--- src/fbde_pkg.sv ---
// ----------------------------------------------------------------------------
// fbde_pkg: shared types and constants of the frame store draw engine
// Command codes, field layout, controller/datapath interface structs and the
// 5x7 column-coded font.
// ----------------------------------------------------------------------------
package fbde_pkg;

  localparam int FRAME_WIDTH_DEF  = 128;
  localparam int FRAME_HEIGHT_DEF = 64;

  localparam int IN_DATA_W  = 64;  // 58 payload bits padded to bytes
  localparam int OUT_DATA_W = 16;  // 10 payload bits padded to bytes

  localparam int GLYPH_COLS = 5;
  localparam int GLYPH_ROWS = 7;

  localparam logic [3:0] MODE_PIXEL      = 4'd0;
  localparam logic [3:0] MODE_READ_PIXEL = 4'd1;
  localparam logic [3:0] MODE_FILL       = 4'd2;
  localparam logic [3:0] MODE_HLINE      = 4'd3;
  localparam logic [3:0] MODE_VLINE      = 4'd4;
  localparam logic [3:0] MODE_RECT       = 4'd5;
  localparam logic [3:0] MODE_GLYPH      = 4'd6;
  localparam logic [3:0] MODE_READ_BYTE  = 4'd7;
  localparam logic [3:0] MODE_CLR_DIRTY  = 4'd8;

  localparam logic [1:0] INK_SET  = 2'd1;
  localparam logic [1:0] INK_FLIP = 2'd2;

  // datapath operations, one per cycle
  typedef enum logic [3:0] {
    OP_NOP,
    OP_LOAD,
    OP_CLR_WR,
    OP_FILL_RD,
    OP_FILL_WR,
    OP_SEG_SET,
    OP_GLYPH_INIT,
    OP_ADVANCE,
    OP_PIX_RD,
    OP_PIX_WR,
    OP_SAMPLE_PIX,
    OP_BYTE_RD,
    OP_SAMPLE_BYTE,
    OP_CLR_DIRTY,
    OP_RESULT
  } op_t;

  // line segment set up by OP_SEG_SET
  typedef enum logic [2:0] {
    SEG_DOT,
    SEG_HORZ,
    SEG_VERT,
    SEG_TOP,
    SEG_BOTTOM,
    SEG_LEFT,
    SEG_RIGHT
  } seg_t;

  typedef struct packed {
    op_t  op;
    seg_t seg;
  } cmd_t;

  typedef struct packed {
    logic [3:0] mode;
    logic       more;        // walker has a position left
    logic       live;        // current position is drawn
    logic       box_ok;      // rectangle draws something
    logic       origin_ok;   // origin inside the frame
    logic       sweep_last;  // sweep at last store byte
  } status_t;

  localparam logic [39:0] DIGIT_FONT [10] = '{
    40'h3E_45_49_51_3E, 40'h00_40_7F_42_00, 40'h46_49_51_61_42, 40'h31_4B_45_41_21,
    40'h10_7F_12_14_18, 40'h39_45_45_45_27, 40'h30_49_49_4A_3C, 40'h03_05_09_71_01,
    40'h36_49_49_49_36, 40'h1E_29_49_49_06
  };

  localparam logic [39:0] LETTER_FONT [26] = '{
    40'h7E_11_11_11_7E, 40'h36_49_49_49_7F, 40'h22_41_41_41_3E, 40'h1C_22_41_41_7F,
    40'h41_49_49_49_7F, 40'h01_09_09_09_7F, 40'h7A_49_49_41_3E, 40'h7F_08_08_08_7F,
    40'h00_41_7F_41_00, 40'h01_3F_41_40_20, 40'h41_22_14_08_7F, 40'h40_40_40_40_7F,
    40'h7F_02_0C_02_7F, 40'h7F_10_08_04_7F, 40'h3E_41_41_41_3E, 40'h06_09_09_09_7F,
    40'h5E_21_51_41_3E, 40'h46_29_19_09_7F, 40'h31_49_49_49_46, 40'h01_01_7F_01_01,
    40'h3F_40_40_40_3F, 40'h1F_20_40_20_1F, 40'h3F_40_38_40_3F, 40'h63_14_08_14_63,
    40'h07_08_70_08_07, 40'h43_45_49_51_61
  };

  localparam logic [39:0] FONT_QUERY  = 40'h06_09_51_01_02;
  localparam logic [39:0] FONT_MINUS  = 40'h08_08_08_08_08;
  localparam logic [39:0] FONT_PERIOD = 40'h00_00_60_60_00;
  localparam logic [39:0] FONT_COLON  = 40'h00_00_36_36_00;
  localparam logic [39:0] FONT_SLASH  = 40'h02_04_08_10_20;
  localparam logic [39:0] FONT_BLANK  = 40'h00_00_00_00_00;

  // one glyph column, LSB = top row; lowercase folds, unknown codes give '?'
  function automatic logic [7:0] glyph_col(input logic [7:0] code, input logic [2:0] col);
    logic [7:0]  c;
    logic [39:0] g;
    logic [3:0]  di;
    logic [4:0]  li;
    c  = code;
    if (c >= 8'h61 && c <= 8'h7A) c = c - 8'h20;
    di = 4'(c - 8'h30);
    li = 5'(c - 8'h41);
    if (c >= 8'h30 && c <= 8'h39)      g = DIGIT_FONT[di];
    else if (c >= 8'h41 && c <= 8'h5A) g = LETTER_FONT[li];
    else if (c == 8'h20)               g = FONT_BLANK;
    else if (c == 8'h2D)               g = FONT_MINUS;
    else if (c == 8'h2E)               g = FONT_PERIOD;
    else if (c == 8'h3A)               g = FONT_COLON;
    else if (c == 8'h2F)               g = FONT_SLASH;
    else                               g = FONT_QUERY;
    return 8'(g >> {col, 3'b000});
  endfunction

endpackage

--- src/fbde_ctrl.sv ---
// ----------------------------------------------------------------------------
// fbde_ctrl: command sequencer
// Runs the post-reset clearing pass, decodes each command and steps the
// datapath through it; owns the input ready and the result valid.
// ----------------------------------------------------------------------------
module fbde_ctrl (
  input  logic              clk,
  input  logic              rst_n,
  input  logic              in_tvalid,
  output logic              in_tready,
  output logic              out_tvalid,
  input  logic              out_tready,
  input  fbde_pkg::status_t status,
  output fbde_pkg::cmd_t    cmd
);
  import fbde_pkg::*;

  typedef enum logic [3:0] {
    S_CLEAR,
    S_IDLE,
    S_DISPATCH,
    S_WALK,
    S_WRITE,
    S_PIX_RD,
    S_PIX_SAMP,
    S_FILL_RD,
    S_FILL_WR,
    S_BYTE_SAMP,
    S_FINISH
  } state_t;

  state_t     state_r, state_nxt;
  logic [1:0] seg_r, seg_nxt;
  logic       out_valid_r, out_valid_nxt;

  always_comb begin
    state_nxt     = state_r;
    seg_nxt       = seg_r;
    out_valid_nxt = out_valid_r && !out_tready;
    cmd.op        = OP_NOP;
    cmd.seg       = SEG_DOT;
    unique case (state_r)
      S_CLEAR: begin
        cmd.op = OP_CLR_WR;
        if (status.sweep_last) state_nxt = S_IDLE;
      end
      S_IDLE: begin
        if (in_tvalid) begin
          cmd.op    = OP_LOAD;
          state_nxt = S_DISPATCH;
        end
      end
      S_DISPATCH: begin
        seg_nxt = 2'd0;
        unique case (status.mode)
          MODE_PIXEL: begin
            cmd.op    = OP_SEG_SET;
            state_nxt = S_WALK;
          end
          MODE_READ_PIXEL: begin
            cmd.op    = OP_SEG_SET;
            state_nxt = S_PIX_RD;
          end
          MODE_FILL: begin
            state_nxt = S_FILL_RD;
          end
          MODE_HLINE: begin
            cmd.op    = OP_SEG_SET;
            cmd.seg   = SEG_HORZ;
            state_nxt = S_WALK;
          end
          MODE_VLINE: begin
            cmd.op    = OP_SEG_SET;
            cmd.seg   = SEG_VERT;
            state_nxt = S_WALK;
          end
          MODE_RECT: begin
            if (status.box_ok) begin
              cmd.op    = OP_SEG_SET;
              cmd.seg   = SEG_TOP;
              state_nxt = S_WALK;
            end else begin
              state_nxt = S_FINISH;
            end
          end
          MODE_GLYPH: begin
            if (status.origin_ok) begin
              cmd.op    = OP_GLYPH_INIT;
              state_nxt = S_WALK;
            end else begin
              state_nxt = S_FINISH;
            end
          end
          MODE_READ_BYTE: begin
            cmd.op    = OP_BYTE_RD;
            state_nxt = S_BYTE_SAMP;
          end
          MODE_CLR_DIRTY: begin
            cmd.op    = OP_CLR_DIRTY;
            state_nxt = S_FINISH;
          end
          default: begin
            state_nxt = S_FINISH;
          end
        endcase
      end
      S_WALK: begin
        if (status.more) begin
          if (status.live) begin
            cmd.op    = OP_PIX_RD;
            state_nxt = S_WRITE;
          end else begin
            cmd.op = OP_ADVANCE;
          end
        end else if (status.mode == MODE_RECT && seg_r != 2'd3) begin
          // rectangle: top, bottom, left, right in turn
          cmd.op  = OP_SEG_SET;
          seg_nxt = seg_r + 2'd1;
          unique case (seg_r)
            2'd0:    cmd.seg = SEG_BOTTOM;
            2'd1:    cmd.seg = SEG_LEFT;
            default: cmd.seg = SEG_RIGHT;
          endcase
        end else begin
          state_nxt = S_FINISH;
        end
      end
      S_WRITE: begin
        cmd.op    = OP_PIX_WR;
        state_nxt = S_WALK;
      end
      S_PIX_RD: begin
        cmd.op    = OP_PIX_RD;
        state_nxt = S_PIX_SAMP;
      end
      S_PIX_SAMP: begin
        cmd.op    = OP_SAMPLE_PIX;
        state_nxt = S_FINISH;
      end
      S_FILL_RD: begin
        cmd.op    = OP_FILL_RD;
        state_nxt = S_FILL_WR;
      end
      S_FILL_WR: begin
        cmd.op    = OP_FILL_WR;
        state_nxt = status.sweep_last ? S_FINISH : S_FILL_RD;
      end
      S_BYTE_SAMP: begin
        cmd.op    = OP_SAMPLE_BYTE;
        state_nxt = S_FINISH;
      end
      S_FINISH: begin
        if (!out_valid_r || out_tready) begin
          cmd.op        = OP_RESULT;
          out_valid_nxt = 1'b1;
          state_nxt     = S_IDLE;
        end
      end
      default: begin
        state_nxt = S_IDLE;
      end
    endcase
  end

  always_ff @(posedge clk) begin
    if (!rst_n) begin
      state_r     <= S_CLEAR;
      seg_r       <= 2'd0;
      out_valid_r <= 1'b0;
    end else begin
      state_r     <= state_nxt;
      seg_r       <= seg_nxt;
      out_valid_r <= out_valid_nxt;
    end
  end

  assign in_tready  = (state_r == S_IDLE);
  assign out_tvalid = out_valid_r;

endmodule

--- config.mk ---
export PLATFORM = sky130hd
export DESIGN_NAME = fbde_ctrl
export DESIGN_NICKNAME = d
export VERILOG_FILES = /design/src/fbde_pkg.sv /design/src/fbde_ctrl.sv
export SDC_FILE = /design/constraint.sdc
export NUM_CORES = 1
export LEC_CHECK = 0
export BUFFER_PORTS_ARGS = -buffer_cell sky130_fd_sc_hd__buf_2
export CORE_ASPECT_RATIO = 0.8
export CORE_MARGIN = 2
export CORE_UTILIZATION = 47
export DETAILED_ROUTE_END_ITERATION = 6
export HOLD_SLACK_MARGIN = 0.1
export PLACE_DENSITY = 0.74
export SETUP_SLACK_MARGIN = 0.15
export SYNTH_ARGS = -nofsm -noshare
export SYNTH_HDL_FRONTEND = slang
export SYNTH_SLANG_ARGS = --single-unit
--- constraint.sdc ---
create_clock -name clk -period 1.7 [get_ports clk]
set_clock_uncertainty 0.2 [all_clocks]
set_input_delay 0.17 -clock clk [delete_from_list [all_inputs] [get_ports clk]]
set_output_delay 0.17 -clock clk [all_outputs]
set_load 0.03 [all_outputs]
==> out/metrics.yaml <==
combPwrFrac_pct: 74.0
endpoint_kind: "output port"
place.gp.congestion: 0.910
startpoint: "seg_r[1]$_SDFFE_PN0P_"
via_per_inst: 6.36
cts_buffers: 3
io_pins: 22
synthesis.area_um2: 921
row_count: 14
detailed_place_hpwl_um: 2190
crit_path_start_kind: "flop"
synth_xor_area_share_pct: 0.951
core-area_mm2: 0.00186
pwr-share-seq_pct: 15.2
rr_worst_depth: 9
grt_pass1_vias: 1325
holdWs_ps: 279
synth-compound-area-share_pct: 30.7
synthCells: 140
min_period_ps: 2340
violations: "setup timing"
seq_area_frac_synth_pct: 15.2
worst_ep_arrival_time_ps: 1970
powerDensity_mw_per_mm2: 889
finalSetupTns_ps: -6050
p_clk_share_pct: 10.9
path_max_fanout: 3
fin_crit_sh_pct: 138
die_w_um: 53.5
synthTopCellsByArea: "dfxtp_1, a21oi_1, nor2_1"
clock_path_buffers: 2
worst_pin_slew_ps: 389
yosysTopAreaCell: "dfxtp_1"
syn_area_per_cell_um2: 6.58
syn_nets: 156
yosysWarnings: 0
leakage_nw: 0.705
first_pass_iters: 7
maxCapViolCount: 0
power.switching_w: 0.000686
slew_headroom_pct: 73.4
initial_core_util_pct: 49.6
area_growth_pct: 84.5
synth-simple-area-share_pct: 37.6
r2r_start: "seg_r[1]$_SDFFE_PN0P_"
dieArea_mm2: 0.00233
cts_root_buffer: "clkbuf_4"
rsz0062_at_grt: "true"
clock-sinks: 7
ant_nets: 0
diodes: 0
endpoint: "cmd[0]"
port_buffers: 21
timing.final.ws_setup_ps: -640
placed_cells: 203
antenna_found_initial: 0
synthAdderAreaFrac_pct: 4.08
p_sw_share_pct: 45.4
instances_no_fill: 223
synth_top_area_share_pct: 15.2
synth_edf_count: 0
slew_violations: 0
reg2reg_slack_ps: -540
irDropWorstVdd_uv: 704
clk_pin_slew_ps: 60
critical_path_class: "reg -> out"
grt_util_all_layers_pct: 36.2
cts_tree: "yes"
setup_viol: 13
grt_pass1_wl_um: 6000
wl_per_cell_um: 20.1
outcome: "complete, but fails checks"
timing.rr.end: "state_r[0]$_SDFFE_PN0P_"
htreeDepth: 1
synth_top_family_by_area: "simple AND/OR/NAND/NOR gates"
synth_cell_type_count: 43
routed_wl_um: 4480
muxShareOfSynthArea_pct: 2.17
drc_errors: 0
drive_above_1_share_pct: 54.3
grt_max_degree: 17
worstHoldPathCells: 6
synthArstFlopShare_pct: 0
yosys_most_used_dff: "dfxtp_1"
min_path_type: "in -> reg"
dr_total_vias: 1419
die_h_um: 43.6
required_ps: 1330
nNetsFinal: 216
fmax_mhz: 427
drtIter0Drc: 78
utilization_pct: 91.5
hold_viol: 0
overflow: 0
clkLatencyLatePin_ps: 260
ys_seq_elements: 7
p_int_w: 0.000825
## cell usage after synthesis, types with 5 or more instances
cell      number
dfxtp_1        7
nor3_1         6
clkbuf_1       5
nor2b_1        8
nor2_1        17
nand2b_1       6
a21oi_1       14
inv_1          8
nand2_1       10
o21ai_0       11
## metrics by stage
stage	total power, W	setup WS [ps]	cell area, µm²
6_report	0.00151	-640	1700
5_1_grt	0.00157	-697	1700
4_1_cts	0.00136	-605	1590
3_5_place_dp	0.000925	-428	1300
3_3_place_gp	0.000910	-400	1300
2_1_floorplan	0.000718	-446	1030
## routing by layer
metal	part of all wire, %	vias up	GRT usage [%]
met3	11	32	10.0
met5	0	-	0
li1	-	622	-
met1	35	636	38.9
met4	4.7	0	16.4
met2	49	129	64.9
## critical path: stages, from the launching register on
cell	delay (ps)
dfxtp_2	340
ha_4	160
or4_4	520
or2_4	270
inv_8	60
a21oi_2	60
nor3_4	140
buf_6	150
## cells by family after synthesis
family	after synthesis
AO/OA/AOI/OAI	45
XOR/XNOR	1
adder cells (fa/ha/maj)	3
buffers and inverters	19
flip-flops	7
multiplexers	2
AND/OR/NAND/NOR	63
## worst min-delay path by stage
stage	from	to	slack (ps)
4_1_cts	status[0]	state_r[0]$_SDFFE_PN0P_	250
5_1_grt	in_tvalid	state_r[3]$_SDFFE_PN0P_	280
3_3_place_gp	out_tready	out_tvalid$_SDFF_PN0_	280
6_report	status[0]	state_r[0]$_SDFFE_PN0P_	280
3_5_place_dp	rst_n	state_r[3]$_SDFFE_PN0P_	280
2_1_floorplan	rst_n	state_r[3]$_SDFFE_PN0P_	80
## layout by cell type (no fill, tap or decap), types with 2 or more instances in the layout
cell type	n
o211ai_1	3
a21oi_4	2
nand2b_4	4
buf_2	13
nor2b_4	2
o21ai_0	8
nor3_4	3
nand2_1	10
buf_4	31
buf_6	15
clkbuf_4	3
nand2b_1	3
o21ai_2	4
nor2b_1	6
nor4_1	3
a21oi_1	10
mux2i_1	2
nor2_1	16
dlygate4sd3_1	2
a21oi_2	5
or2_4	2
buf_8	3
dfxtp_2	6
inv_1	8
ha_1	2
nor3_1	4
## power by group through the flow
stage | Sequential (W) | Clock, W | Combinational (W)
detailed placement | 0.000205 | 0 | 0.000720
global route | 0.000231 | 0.000176 | 0.00116
global placement | 0.000204 | 0 | 0.000706
CTS | 0.000217 | 0.000157 | 0.000991
floorplan | 0.000190 | 0 | 0.000527
finish | 0.000229 | 0.000164 | 0.00112
## repair_timing
| action | CTS | global route |
|---|---|---|
| resized for setup | 37 | 21 |
| hold buffers | 2 | 0 |
| pin swaps | 11 | 7 |
| endpoints found under the hold margin | 6 | 0 |
| setup endpoints to repair | 14 | 14 |
| cloned | 1 | 0 |
| setup buffers | 10 | 3 |
## flip-flops by register name, indices dropped and copies added (netlist names)
signal	flops
state_r	4
seg_r	2
out_tvalid	1
## area by class of cell
class / instances / area (µm²)
multi-input combinational: 114 / 886
timing repair buffer: 65 / 564
fill: 80 / 158
sequential: 7 / 151
inverter: 9 / 41.3
tap: 24 / 30.0
clock buffer: 4 / 26.3
(Power assumes the default switching activity.)
